### src/hdl/quadratic_thrust_power_mapper_top_defines.svh
// Assertion macros for the quadratic thrust/power mapper.
// Included by the top level; depends on nothing else.
`ifndef QUADRATIC_THRUST_POWER_MAPPER_TOP_DEFINES_SVH
`define QUADRATIC_THRUST_POWER_MAPPER_TOP_DEFINES_SVH

// Same-cycle implication, disabled while reset is high.
`define QTPM_ASSERT_IMPLIES(label, clk, rst, ante, cons) \
   label: assert property (@(posedge clk) disable iff (rst) (ante) |-> (cons)) \
      else $error("qtpm assertion failed");

// Next-cycle implication, disabled while reset is high.
`define QTPM_ASSERT_NEXT(label, clk, rst, ante, cons) \
   label: assert property (@(posedge clk) disable iff (rst) (ante) |=> (cons)) \
      else $error("qtpm assertion failed");

`endif

### src/hdl/qtpm_pkg.sv
// Types and constants for the quadratic thrust/power mapper.
// No dependencies; used by quadratic_thrust_power_mapper_top.
package qtpm_pkg;

   // Request codes
   typedef enum logic [1:0] {
      OP_THRUST_TO_POWER = 2'd0,
      OP_POWER_TO_THRUST = 2'd1,
      OP_SCALE           = 2'd2,
      OP_UNUSED          = 2'd3
   } qtpm_op_type;

   // Register indexes on the configuration port
   localparam logic [1:0] REG_CONSTANT = 2'd0;
   localparam logic [1:0] REG_LINEAR   = 2'd1;
   localparam logic [1:0] REG_SQUARE   = 2'd2;

   localparam logic signed [15:0] SQUARE_RESET = 16'sd256;

   // Power threshold 0.01: n*6400 < 32768*q
   localparam logic signed [18:0] THRESH_MUL = 19'sd6400;

   // Iteration counts minus one
   localparam logic [4:0] SQRT_LAST = 5'd24;
   localparam logic [4:0] DIV_LAST  = 5'd15;

   // Q1.15 plus and minus 1.0 on 17 bits
   localparam logic [16:0] RESULT_ONE       = 17'h08000;
   localparam logic [16:0] RESULT_MINUS_ONE = 17'h18000;
   localparam logic [15:0] QUOT_CAP         = 16'h8000;

   typedef struct packed {
      logic [1:0]         req_type;
      logic signed [15:0] operand_in;
   } qtpm_request_type;

   typedef struct packed {
      logic signed [16:0] result_value;
      logic               thrust_limited;
      logic               power_zeroed;
   } qtpm_response_type;

   typedef enum logic [4:0] {
      ST_IDLE,
      ST_P_SQUARE,
      ST_P_QTERM,
      ST_P_LTERM,
      ST_P_SUM,
      ST_P_ROUND,
      ST_T_LSQ,
      ST_T_QTERM,
      ST_T_DISC,
      ST_T_CHECK,
      ST_T_SQRT,
      ST_T_ROOT,
      ST_T_THRESH,
      ST_T_CMP,
      ST_T_SAT,
      ST_DIV,
      ST_DIV_FIN,
      ST_DONE
   } qtpm_state_type;

endpackage

### src/hdl/quadratic_thrust_power_mapper_top.sv
// Quadratic thrust/power mapper: sequencer, shared multiplier, shared
// subtractor for square root and division, APB-style register port.
// Depends on qtpm_pkg and quadratic_thrust_power_mapper_top_defines.svh.
//
// Usage:
//   A request (req_data: req_type, operand_in) is taken when req_valid is
//   high and req_stall low. req_stall stays high while a request is being
//   worked on, so one request is in flight at a time. The response
//   (rsp_data: result_value, thrust_limited, power_zeroed) sits in an output
//   register and is taken when rsp_valid is high and rsp_stall low; the next
//   request may be accepted while it waits there.
//   Scale below maximum and the unused code go straight to ST_DONE; power
//   to thrust runs its products on the multiplier; scaling at or above the
//   maximum may run a division; thrust to power takes the most steps (up to
//   25 square root steps and 16 division steps on one subtractor, one multiplier for the products).
//   A new request can be accepted in the cycle after the response is loaded.
//   If the receiver stalls, a finished result waits in the sequencer until
//   the output register frees up; no response is dropped.
//   Coefficients are written on the csr_ port at byte addresses 0, 4, 8
//   and are read back sign-extended; write them only while idle.
//   Reset (synchronous, active high) sets C=0, L=0, Q=1.0 and empties
//   the pipeline.
`include "quadratic_thrust_power_mapper_top_defines.svh"

module quadratic_thrust_power_mapper_top (
   input  logic                         clock,
   input  logic                         reset,
   input  logic                         req_valid,
   output logic                         req_stall,
   input  qtpm_pkg::qtpm_request_type   req_data,
   output logic                         rsp_valid,
   input  logic                         rsp_stall,
   output qtpm_pkg::qtpm_response_type  rsp_data,
   input  logic                         csr_psel,
   input  logic                         csr_penable,
   input  logic                         csr_pwrite,
   input  logic [3:0]                   csr_paddr,
   input  logic [31:0]                  csr_pwdata,
   output logic [31:0]                  csr_prdata,
   output logic                         csr_pready
);

   qtpm_pkg::qtpm_state_type    state_ff, state_in;
   logic signed [15:0]          coef_c_ff, coef_l_ff, coef_q_ff;
   logic                        neg_ff, neg_in;
   logic                        lim_ff, lim_in;
   logic                        zero_ff, zero_in;
   logic [16:0]                 mag_ff, mag_in;
   logic signed [18:0]          thr_ff, thr_in;
   logic signed [47:0]          acc_ff, acc_in;
   logic signed [50:0]          prod_ff;
   logic [49:0]                 rad_ff, rad_in;
   logic [33:0]                 rem_ff, rem_in;
   logic [24:0]                 root_ff, root_in;
   logic [15:0]                 quot_ff, quot_in;
   logic [31:0]                 dsh_ff, dsh_in;
   logic [4:0]                  cnt_ff, cnt_in;
   logic signed [26:0]          n_ff, n_in;
   logic [16:0]                 result_ff, result_in;
   logic                        rsp_valid_ff, rsp_valid_in;
   qtpm_pkg::qtpm_response_type rsp_data_ff, rsp_data_in;

   logic signed [17:0] peak_thrust;
   logic signed [18:0] max19;
   logic [16:0]        req_mag;
   logic               req_neg;
   logic               mag_ge_max;
   logic               max_nonpos;
   qtpm_pkg::qtpm_op_type req_op;

   logic signed [31:0] mul_a;
   logic signed [18:0] mul_b;
   logic signed [50:0] mul_p;
   logic [33:0]        sub_a, sub_b;
   logic [34:0]        sub_diff;
   logic               sub_ge;
   logic signed [19:0] diff_ct;

   logic [47:0]        s_mag;
   logic [47:0]        round_sum;
   logic [17:0]        r_mag;
   logic               t_sign;
   logic [16:0]        p2t_value;
   logic [15:0]        quot_clamped;
   logic signed [50:0] thresh_rhs;
   logic               csr_write;

   logic               sqrt_more;
   logic               done_load;
   logic               zeroed_out;

   // ---------------- configuration port ----------------
   assign csr_pready = 1'b1;
   assign csr_write  = csr_psel & csr_penable & csr_pwrite & csr_pready;

   always_ff @(posedge clock) begin
      if (reset) begin
         coef_c_ff <= 16'sd0;
         coef_l_ff <= 16'sd0;
         coef_q_ff <= qtpm_pkg::SQUARE_RESET;
      end else if (csr_write) begin
         unique case (csr_paddr[3:2])
            qtpm_pkg::REG_CONSTANT: coef_c_ff <= csr_pwdata[15:0];
            qtpm_pkg::REG_LINEAR:   coef_l_ff <= csr_pwdata[15:0];
            qtpm_pkg::REG_SQUARE:   coef_q_ff <= csr_pwdata[15:0];
            default: ;
         endcase
      end
   end

   always_comb begin
      unique case (csr_paddr[3:2])
         qtpm_pkg::REG_CONSTANT: csr_prdata = {{16{coef_c_ff[15]}}, coef_c_ff};
         qtpm_pkg::REG_LINEAR:   csr_prdata = {{16{coef_l_ff[15]}}, coef_l_ff};
         qtpm_pkg::REG_SQUARE:   csr_prdata = {{16{coef_q_ff[15]}}, coef_q_ff};
         default:                csr_prdata = 32'd0;
      endcase
   end

   // ---------------- request decode ----------------
   assign peak_thrust = {{2{coef_c_ff[15]}}, coef_c_ff} + {{2{coef_l_ff[15]}}, coef_l_ff}
                      + {{2{coef_q_ff[15]}}, coef_q_ff};
   assign max19      = {peak_thrust[17], peak_thrust};
   assign max_nonpos = peak_thrust[17] | (peak_thrust == 18'sd0);
   assign req_neg    = req_data.operand_in[15];
   assign req_mag    = req_neg ? 17'd0 - {req_data.operand_in[15], req_data.operand_in}
                               : {1'b0, req_data.operand_in};
   assign mag_ge_max = $signed({2'b00, req_mag}) >= max19;
   assign req_op     = qtpm_pkg::qtpm_op_type'(req_data.req_type);

   assign req_stall = (state_ff != qtpm_pkg::ST_IDLE);

   // ---------------- shared units ----------------
   assign diff_ct = {{4{coef_c_ff[15]}}, coef_c_ff} - {thr_ff[18], thr_ff};

   always_comb begin
      mul_a = 32'sd0;
      mul_b = 19'sd0;
      sub_a = 34'd0;
      sub_b = 34'd0;
      case (state_ff)
         qtpm_pkg::ST_P_SQUARE: begin
            mul_a = {15'd0, mag_ff};
            mul_b = {2'b00, mag_ff};
         end
         qtpm_pkg::ST_P_QTERM: begin
            mul_a = prod_ff[31:0];
            mul_b = {{3{coef_q_ff[15]}}, coef_q_ff};
         end
         qtpm_pkg::ST_P_LTERM: begin
            mul_a = {15'd0, mag_ff};
            mul_b = {{3{coef_l_ff[15]}}, coef_l_ff};
         end
         qtpm_pkg::ST_T_LSQ: begin
            mul_a = {{16{coef_l_ff[15]}}, coef_l_ff};
            mul_b = {{3{coef_l_ff[15]}}, coef_l_ff};
         end
         qtpm_pkg::ST_T_QTERM: begin
            mul_a = {{12{diff_ct[19]}}, diff_ct};
            mul_b = {{3{coef_q_ff[15]}}, coef_q_ff};
         end
         qtpm_pkg::ST_T_THRESH: begin
            mul_a = {{5{n_ff[26]}}, n_ff};
            mul_b = qtpm_pkg::THRESH_MUL;
         end
         qtpm_pkg::ST_T_SQRT: begin
            sub_a = {rem_ff[31:0], rad_ff[49:48]};
            sub_b = {7'd0, root_ff, 2'b01};
         end
         qtpm_pkg::ST_T_SAT: begin
            sub_a = rem_ff;
            sub_b = {3'd0, coef_q_ff[14:0], 16'd0};
         end
         qtpm_pkg::ST_DIV: begin
            sub_a = rem_ff;
            sub_b = {2'b00, dsh_ff};
         end
         default: ;
      endcase
   end

   assign mul_p    = mul_a * mul_b;
   assign sub_diff = {1'b0, sub_a} - {1'b0, sub_b};
   assign sub_ge   = ~sub_diff[34];

   // ---------------- result shaping ----------------
   // Round |s| / 2^30 half away from zero, reapply sign, saturate.
   assign s_mag     = acc_ff[47] ? 48'd0 - acc_ff : acc_ff;
   assign round_sum = s_mag + 48'h0000_2000_0000;
   assign r_mag     = round_sum[47:30];
   assign t_sign    = acc_ff[47] ^ neg_ff;

   always_comb begin
      if (t_sign) begin
         p2t_value = (r_mag > 18'd32768) ? qtpm_pkg::RESULT_MINUS_ONE
                                         : 17'd0 - r_mag[16:0];
      end else begin
         p2t_value = (r_mag > 18'd32767) ? 17'h07FFF : {1'b0, r_mag[15:0]};
      end
   end

   assign quot_clamped = (quot_ff > qtpm_pkg::QUOT_CAP) ? qtpm_pkg::QUOT_CAP : quot_ff;
   assign thresh_rhs   = {{20{coef_q_ff[15]}}, coef_q_ff, 15'd0};

   // ---------------- sequencer ----------------
   always_comb begin
      state_in     = state_ff;
      neg_in       = neg_ff;
      lim_in       = lim_ff;
      zero_in      = zero_ff;
      mag_in       = mag_ff;
      thr_in       = thr_ff;
      acc_in       = acc_ff;
      rad_in       = rad_ff;
      rem_in       = rem_ff;
      root_in      = root_ff;
      quot_in      = quot_ff;
      dsh_in       = dsh_ff;
      cnt_in       = cnt_ff;
      n_in         = n_ff;
      result_in    = result_ff;
      rsp_valid_in = rsp_valid_ff & rsp_stall;
      rsp_data_in  = rsp_data_ff;

      unique case (state_ff)
         qtpm_pkg::ST_IDLE: begin
            if (req_valid) begin
               mag_in  = req_mag;
               neg_in  = req_neg;
               lim_in  = 1'b0;
               zero_in = 1'b0;
               case (req_op)
                  qtpm_pkg::OP_POWER_TO_THRUST: begin
                     state_in = qtpm_pkg::ST_P_SQUARE;
                  end
                  qtpm_pkg::OP_THRUST_TO_POWER: begin
                     // clamp magnitude to the maximum thrust
                     lim_in   = mag_ge_max;
                     thr_in   = mag_ge_max ? max19 : $signed({2'b00, req_mag});
                     state_in = qtpm_pkg::ST_T_LSQ;
                  end
                  qtpm_pkg::OP_SCALE: begin
                     neg_in = 1'b0;
                     if (!mag_ge_max) begin
                        result_in = qtpm_pkg::RESULT_ONE;
                        state_in  = qtpm_pkg::ST_DONE;
                     end else begin
                        lim_in = 1'b1;
                        if ((req_mag == 17'd0) || max_nonpos) begin
                           result_in = 17'd0;
                           state_in  = qtpm_pkg::ST_DONE;
                        end else begin
                           rem_in   = {2'b00, peak_thrust[16:0], 15'd0};
                           dsh_in   = {req_mag, 15'd0};
                           quot_in  = 16'd0;
                           cnt_in   = qtpm_pkg::DIV_LAST;
                           state_in = qtpm_pkg::ST_DIV;
                        end
                     end
                  end
                  default: begin
                     result_in = 17'd0;
                     state_in  = qtpm_pkg::ST_DONE;
                  end
               endcase
            end
         end

         // power to thrust
         qtpm_pkg::ST_P_SQUARE: state_in = qtpm_pkg::ST_P_QTERM;
         qtpm_pkg::ST_P_QTERM:  state_in = qtpm_pkg::ST_P_LTERM;
         qtpm_pkg::ST_P_LTERM: begin
            acc_in   = $signed({{2{coef_c_ff[15]}}, coef_c_ff, 30'd0})
                     + $signed(prod_ff[47:0]);
            state_in = qtpm_pkg::ST_P_SUM;
         end
         qtpm_pkg::ST_P_SUM: begin
            acc_in   = acc_ff + $signed({prod_ff[32:0], 15'd0});
            state_in = qtpm_pkg::ST_P_ROUND;
         end
         qtpm_pkg::ST_P_ROUND: begin
            result_in = p2t_value;
            state_in  = qtpm_pkg::ST_DONE;
         end

         // thrust to power: discriminant
         qtpm_pkg::ST_T_LSQ: state_in = qtpm_pkg::ST_T_QTERM;
         qtpm_pkg::ST_T_QTERM: begin
            acc_in   = $signed(prod_ff[47:0]);
            state_in = qtpm_pkg::ST_T_DISC;
         end
         qtpm_pkg::ST_T_DISC: begin
            acc_in   = acc_ff - $signed({prod_ff[45:0], 2'b00});
            state_in = qtpm_pkg::ST_T_CHECK;
         end
         qtpm_pkg::ST_T_CHECK: begin
            if (coef_q_ff[15] || (coef_q_ff == 16'sd0) || acc_ff[47]) begin
               zero_in   = 1'b1;
               result_in = 17'd0;
               state_in  = qtpm_pkg::ST_DONE;
            end else begin
               rad_in   = {acc_ff[33:0], 16'd0};
               rem_in   = 34'd0;
               root_in  = 25'd0;
               cnt_in   = qtpm_pkg::SQRT_LAST;
               state_in = qtpm_pkg::ST_T_SQRT;
            end
         end

         // one root bit per cycle
         qtpm_pkg::ST_T_SQRT: begin
            if (sub_ge) begin
               rem_in  = sub_diff[33:0];
               root_in = {root_ff[23:0], 1'b1};
            end else begin
               rem_in  = sub_a;
               root_in = {root_ff[23:0], 1'b0};
            end
            rad_in = {rad_ff[47:0], 2'b00};
            cnt_in = cnt_ff - 5'd1;
            if (cnt_ff == 5'd0) begin
               state_in = qtpm_pkg::ST_T_ROOT;
            end
         end
         qtpm_pkg::ST_T_ROOT: begin
            n_in     = $signed({2'b00, root_ff})
                     - $signed({{3{coef_l_ff[15]}}, coef_l_ff, 8'd0});
            state_in = qtpm_pkg::ST_T_THRESH;
         end
         qtpm_pkg::ST_T_THRESH: state_in = qtpm_pkg::ST_T_CMP;
         qtpm_pkg::ST_T_CMP: begin
            if (prod_ff < thresh_rhs) begin
               zero_in   = 1'b1;
               result_in = 17'd0;
               state_in  = qtpm_pkg::ST_DONE;
            end else begin
               // numerator n*64 + q/2, rounds the quotient half up
               rem_in   = {3'd0, n_ff[24:0], 6'd0} + {19'd0, coef_q_ff[15:1]};
               state_in = qtpm_pkg::ST_T_SAT;
            end
         end
         qtpm_pkg::ST_T_SAT: begin
            if (sub_ge) begin
               result_in = neg_ff ? qtpm_pkg::RESULT_MINUS_ONE : qtpm_pkg::RESULT_ONE;
               state_in  = qtpm_pkg::ST_DONE;
            end else begin
               dsh_in   = {2'b00, coef_q_ff[14:0], 15'd0};
               quot_in  = 16'd0;
               cnt_in   = qtpm_pkg::DIV_LAST;
               state_in = qtpm_pkg::ST_DIV;
            end
         end

         // one quotient bit per cycle
         qtpm_pkg::ST_DIV: begin
            if (sub_ge) begin
               rem_in  = sub_diff[33:0];
               quot_in = {quot_ff[14:0], 1'b1};
            end else begin
               quot_in = {quot_ff[14:0], 1'b0};
            end
            dsh_in = {1'b0, dsh_ff[31:1]};
            cnt_in = cnt_ff - 5'd1;
            if (cnt_ff == 5'd0) begin
               state_in = qtpm_pkg::ST_DIV_FIN;
            end
         end
         qtpm_pkg::ST_DIV_FIN: begin
            result_in = neg_ff ? 17'd0 - {1'b0, quot_clamped} : {1'b0, quot_clamped};
            state_in  = qtpm_pkg::ST_DONE;
         end

         qtpm_pkg::ST_DONE: begin
            // hold until the output register is free
            if (!rsp_valid_ff || !rsp_stall) begin
               rsp_data_in.result_value   = $signed(result_ff);
               rsp_data_in.thrust_limited = lim_ff;
               rsp_data_in.power_zeroed   = zero_ff;
               rsp_valid_in               = 1'b1;
               state_in                   = qtpm_pkg::ST_IDLE;
            end
         end

         default: state_in = qtpm_pkg::ST_IDLE;
      endcase
   end

   always_ff @(posedge clock) begin
      if (reset) begin
         state_ff     <= qtpm_pkg::ST_IDLE;
         rsp_valid_ff <= 1'b0;
      end else begin
         state_ff     <= state_in;
         rsp_valid_ff <= rsp_valid_in;
      end
   end

   always_ff @(posedge clock) begin
      neg_ff      <= neg_in;
      lim_ff      <= lim_in;
      zero_ff     <= zero_in;
      mag_ff      <= mag_in;
      thr_ff      <= thr_in;
      acc_ff      <= acc_in;
      prod_ff     <= mul_p;
      rad_ff      <= rad_in;
      rem_ff      <= rem_in;
      root_ff     <= root_in;
      quot_ff     <= quot_in;
      dsh_ff      <= dsh_in;
      cnt_ff      <= cnt_in;
      n_ff        <= n_in;
      result_ff   <= result_in;
      rsp_data_ff <= rsp_data_in;
   end

   assign rsp_valid = rsp_valid_ff;
   assign rsp_data  = rsp_data_ff;

   // ---------------- assertions ----------------
   assign sqrt_more  = (state_ff == qtpm_pkg::ST_T_SQRT) && (cnt_ff != 5'd0);
   assign done_load  = (state_ff == qtpm_pkg::ST_DONE) && (!rsp_valid_ff || !rsp_stall);
   assign zeroed_out = rsp_valid && rsp_data.power_zeroed;

   `QTPM_ASSERT_NEXT(a_busy_after_accept, clock, reset, req_valid && !req_stall, req_stall)

   `QTPM_ASSERT_IMPLIES(a_zeroed_is_zero, clock, reset, zeroed_out, rsp_data.result_value == 17'sd0)

   `QTPM_ASSERT_NEXT(a_sqrt_runs, clock, reset, sqrt_more, state_ff == qtpm_pkg::ST_T_SQRT)

   `QTPM_ASSERT_NEXT(a_done_loads, clock, reset, done_load, rsp_valid_ff && !req_stall)

endmodule

### config.mk
export PLATFORM = sky130hd
export DESIGN_NAME = quadratic_thrust_power_mapper_top
export DESIGN_NICKNAME = d
export VERILOG_FILES = /design/src/hdl/qtpm_pkg.sv /design/src/hdl/quadratic_thrust_power_mapper_top.sv
export VERILOG_INCLUDE_DIRS = /design/src /design/src/hdl
export SDC_FILE = /design/constraint.sdc
export NUM_CORES = 2
export LEC_CHECK = 0
export ABC_AREA = 1
export BUFFER_PORTS_ARGS = -buffer_cell sky130_fd_sc_hd__buf_2
export CAP_MARGIN = 20
export CORE_UTILIZATION = 52
export DETAILED_ROUTE_END_ITERATION = 10
export GPL_ROUTABILITY_DRIVEN = 1
export GPL_TIMING_DRIVEN = 0
export MAX_ROUTING_LAYER = met4
export PLACE_DENSITY = 0.68
export SYNTH_ARGS = -nofsm -noshare
export SYNTH_HDL_FRONTEND = slang
export SYNTH_SLANG_ARGS = --single-unit
### constraint.sdc
create_clock -name clock -period 27 [get_ports clock]
set_input_delay 5.4 -clock clock [delete_from_list [all_inputs] [get_ports clock]]
set_output_delay 5.4 -clock clock [all_outputs]
set_load 0.02 [all_outputs]
Word-level counts from Yosys, hierarchy flattened
Index checks and enable logic that the tools add are counted.
Widths: inputs -> output; s select.
- bits in registers: 416
- word-level logic and storage cells: 204
- $add $sub $neg: 15
- $mul: 1
- magnitude comparators: 5
- equal/unequal tests: 37
- muxes and demuxes: 76
- bitwise operators: 5
- reductions and logical operators: 41
- operator list (kind ; number):
    $pmux 32 s3 ; 3
    $mux 34 ; 8
    $mux 17 ; 12
    $pmux 48 s4 ; 1
    $pmux 34 s5 ; 1
    $mux 32 ; 5
    $pmux 32 s5 ; 1
    $mux 16 ; 7
    $pmux 17 s6 ; 1
    $pmux 50 s2 ; 1
    $pmux 5 s17 ; 1
    $pmux 19 s4 ; 1
    $mux 5 ; 15
    $pmux 34 s2 ; 1
    $lt 51x31->1 ; 1
    $mul 32x19->51 ; 1
    $mux 50 ; 1
    $pmux 25 s2 ; 1
    $add 46x48->48 ; 1
    $add 48x30->48 const B ; 1
    $add 48x48->48 ; 1
    $mux 48 ; 1
    $pmux 16 s3 ; 1
    $sub 1x48->48 const A ; 1
    other kinds (53) ; 112

Longest topological paths before layout
- depth in word-level cells: 10
- mapped depth: 48
- mapped depth without buffers: 47

Worst setup path before layout
OpenSTA, ideal clock, no wires.
- path kind: input-to-output
- start: in csr_paddr[2]
- end: out csr_prdata[16]
- data arrival time: 6959 ps
- required time: 21600 ps
- path slack: 14641 ps
- stages: 5
- buffers on the path: 1
- cell sequence: inv_1 > nor2_1 > inv_1 > o221ai_1 > buf_4
- cells in the longest elaborated chain, start to end: 2
- ends and longest elaborated chain (item ; line ; text):
    start: declaration ; quadratic_thrust_power_mapper_top.sv:37 ; input logic [3:0] csr_paddr,
    $eq 2x2->1, or another cell as far along ; quadratic_thrust_power_mapper_top.sv:112 ; unique case (csr_paddr[3:2])
    $pmux 32 s3 (*) ; quadratic_thrust_power_mapper_top.sv:112 ;
    end: declaration ; quadratic_thrust_power_mapper_top.sv:39 ; output logic [31:0] csr_prdata,
Mark *: on every way between the ends. The rest lies on a longest branch, timed or not.

Worst setup path in the final report
- start: in csr_paddr[3]
- end: out csr_prdata[13]
Same word-level chain as after synthesis.

==> flow_metrics.env <==
export IMPL_min_path_type="flop to flop"
export IMPL_start_util_pct=52.6
export IMPL_hold_path_depth=0
export IMPL_switching_share_pct=51.4
export IMPL_status="finished, final reports clean"
export IMPL_ys_flop_type="edfxtp_1"
export IMPL_tightest_slew_ns=1.15
export IMPL_grt_pass1_wl_um=300000
export IMPL_finalSetupViolations=0
export IMPL_skew_ns=0.0399
export IMPL_seqPwrFrac_pct=26.3
export IMPL_period_needed_ns=12.43
export IMPL_via_count=49062
export IMPL_vdd_drop_max_mv=0.0553
export IMPL_overflow=0
export IMPL_wirelength_um=204000
export IMPL_hold_slack_ns=0.418
export IMPL_post_drt_wl_per_cell_um=24.1
export IMPL_final_layout_size_suffix_gt1_share_pct=5.36
export IMPL_setup_tns_ns=0
export IMPL_total_power_uw=3980
export IMPL_p_int_uw=1930
export IMPL_rr_worst_depth=35
export IMPL_p_switching_uw=2050
export IMPL_crit_slowest_cell="clkbuf_1"
export IMPL_p_leak_uw=0.0284
export IMPL_postRouteAntennaNets=0
export IMPL_place_ws_ns=14.73
export IMPL_layout_nets=8096
export IMPL_cts_buffers=50
export IMPL_hpwl_um=170000
export IMPL_die_x_um=321
export IMPL_post_cts_setup_buffer_count=0
export IMPL_clk_pin_slew_ns=0.06
export IMPL_critPathMaxFanout=10
export IMPL_synth_area_top_cells="fa_1, edfxtp_1, inv_1"
export IMPL_io_pins=115
export IMPL_crit_chain="buf_2 -> nor2_1 -> clkbuf_1 -> nand2_1 -> o221ai_1 -> buf_2"
export IMPL_drtIter0Drc=6078
export IMPL_syn_inst=6859
export IMPL_clkLatencyLatePin_ns=0.66
export IMPL_synthDominantCellAreaShare_pct=23.3
export IMPL_max_stage_delay_ns=0.44
export IMPL_path_class="primary input to output port"
export IMPL_syn_cell_area_sq_um=52800
export IMPL_clock_root_buffer="clkbuf_16"
export IMPL_worstPathRequired_ns=21.60
export IMPL_max_slew_margin_pct=22.9
export IMPL_powerDensity_nw_per_um2=69.8
export IMPL_cts_hold_fix_buffers=0
export IMPL_synth_most_common_cell="inv_1"
export IMPL_ctsResizeCount=0
export IMPL_synth_edf_count=295
export IMPL_cts_tree="yes"
export IMPL_grt_pass1_vias=47042
export IMPL_critPathMostFrequentCell="buf_2"
export IMPL_final_max_slew_viol_count=0
export IMPL_maxCapViolCount=0
export IMPL_ys_types=62
export IMPL_die_h_um=321
export IMPL_synthArstFlopShare_pct=0
export IMPL_die_area_sq_um=103000
export IMPL_clock_sinks=400
export IMPL_routabilityCongestion=1.08
export IMPL_hold_viol_final=0
export IMPL_htree_levels=2
export IMPL_worst_setup_path_start_kind="primary input"
export IMPL_pwr_share_clk_pct=18.2
export IMPL_clock_fmax_ghz=0.0805
export IMPL_syn_avg_cell_area_sq_um=7.70
export IMPL_critPathArrivalTime_ns=7.03
export IMPL_vias_per_cell=5.81
export IMPL_core_sq_um=100000
export IMPL_grt_max_degree=62
export IMPL_combPwrFrac_pct=55.4
export IMPL_period_share_pct=46.0
export IMPL_area_growth_pct=8.13
export IMPL_portBuffers=95
export IMPL_rows=116
export IMPL_ys_warnings_count=0
export IMPL_fillers=9609
export IMPL_fin_ws_ns=14.57
export IMPL_yosysSeqAreaShare_pct=20.8
export IMPL_yosysTopAreaCell="fa_1"
export IMPL_drc=0
export IMPL_clk_path_buf_depth=3
export IMPL_critPathCaptureType="output port"
export IMPL_yosys_top_cells_count="inv_1, nand2_1, nor2_1"
export IMPL_synth_seq_cells=400
export IMPL_rsz0062_at_grt="false"
export IMPL_antenna_found_initial=7
export IMPL_firstDrtPassIters=6
export IMPL_grt_usage_pct=40.8
cells by family after synthesis:
group	Yosys count	share of synthesized area, %
simple gates	2559	20.2
buf+inv	1617	11.7
compound gates	1121	12.3
fa+ha+maj	999	32.4
flops	400	20.8
xor+xnor	161	2.69
other cells	2	0.0142
path summary, 6_finish.rpt:
| path | slack (ns) | to | start |
|---|---|---|---|
| max | 14.57 | csr_prdata[13] | csr_paddr[3] |
| min | 0.42 | rsp_data[8]$_DFFE_PP_ | result_ff[6]$_DFFE_PP_ |
| max reg2reg | 15.69 | prod_ff[43]$_DFF_P_ | state_ff[4]$_SDFFE_PP0P_ |
| min reg2reg | 0.42 | rsp_data[8]$_DFFE_PP_ | result_ff[6]$_DFFE_PP_ |
final cells by class:
| class | instances | area (sq um) | area share, % |
|---|---|---|---|
| Timing Repair Buffer | 123 | 744 | 1.30 |
| Inverter | 1431 | 5370 | 9.41 |
| Buffer | 186 | 795 | 1.39 |
| Clock buffer | 65 | 1460 | 2.55 |
| Tap cell | 1357 | 1700 | 2.97 |
| Antenna cell | 14 | 35.0 | 0.0614 |
| Multi-Input combinational cell | 4844 | 35700 | 62.6 |
| Sequential cell | 400 | 11000 | 19.2 |
| Clock inverter | 28 | 289 | 0.506 |
per-layer routing:
metal | track usage, % | up-vias | routed length [um]
li1 | - | 22147 | -
met1 | 54.2 | 23751 | 82800
met2 | 59.8 | 2665 | 86800
met3 | 9.67 | 499 | 23700
met4 | 16.7 | 0 | 10200
met5 | - | - | 0
state kept, by name, indices dropped and copies added, names as in the netlist, 18 cells and up:
register	flops
prod_ff	51
acc_ff	48
rad_ff	34
rem_ff	34
dsh_ff	32
n_ff	27
root_ff	25
rsp_data	19
thr_ff	18
power by group through the flow:
| stage | sequential (uW) | clock [uW] | combinational (uW) |
|---|---|---|---|
| detailed placement | 1050 | 0 | 2130 |
| floorplan | 963 | 0 | 1440 |
| finish | 1050 | 725 | 2210 |
| global route | 1050 | 746 | 2410 |
| CTS | 1040 | 725 | 2150 |
| global placement | 1070 | 0 | 2090 |
through the flow:
step | std cells | cell area (sq um) | util (%)
floorplan | 6861 | 52800 | -
global placement | 8313 | 55000 | 54.8
detailed placement | 8340 | 55300 | 55.1
CTS | 8433 | 57000 | 56.9
global route | 8441 | 57100 | 56.9
finish | 8448 | 57100 | 56.9
worst max-delay path: cells and delay by family:
| family | cells | cell delay, ns |
|---|---|---|
| AO/OA/AOI/OAI | 1 | 0.22 |
| AND/OR/NAND/NOR | 2 | 0.54 |
| buffers and inverters | 3 | 0.86 |
layout by cell type, fill, tap and decap left out, types with 139 or more instances in the layout:
cell type,n
o21ai_0,353
nor2_1,697
nand2_1,1388
inv_1,1394
fa_1,615
a21oi_1,406
clkbuf_1,139
nand3_1,203
edfxtp_1,295
ha_1,384
No activity file was read; power rests on OpenSTA's default activity.
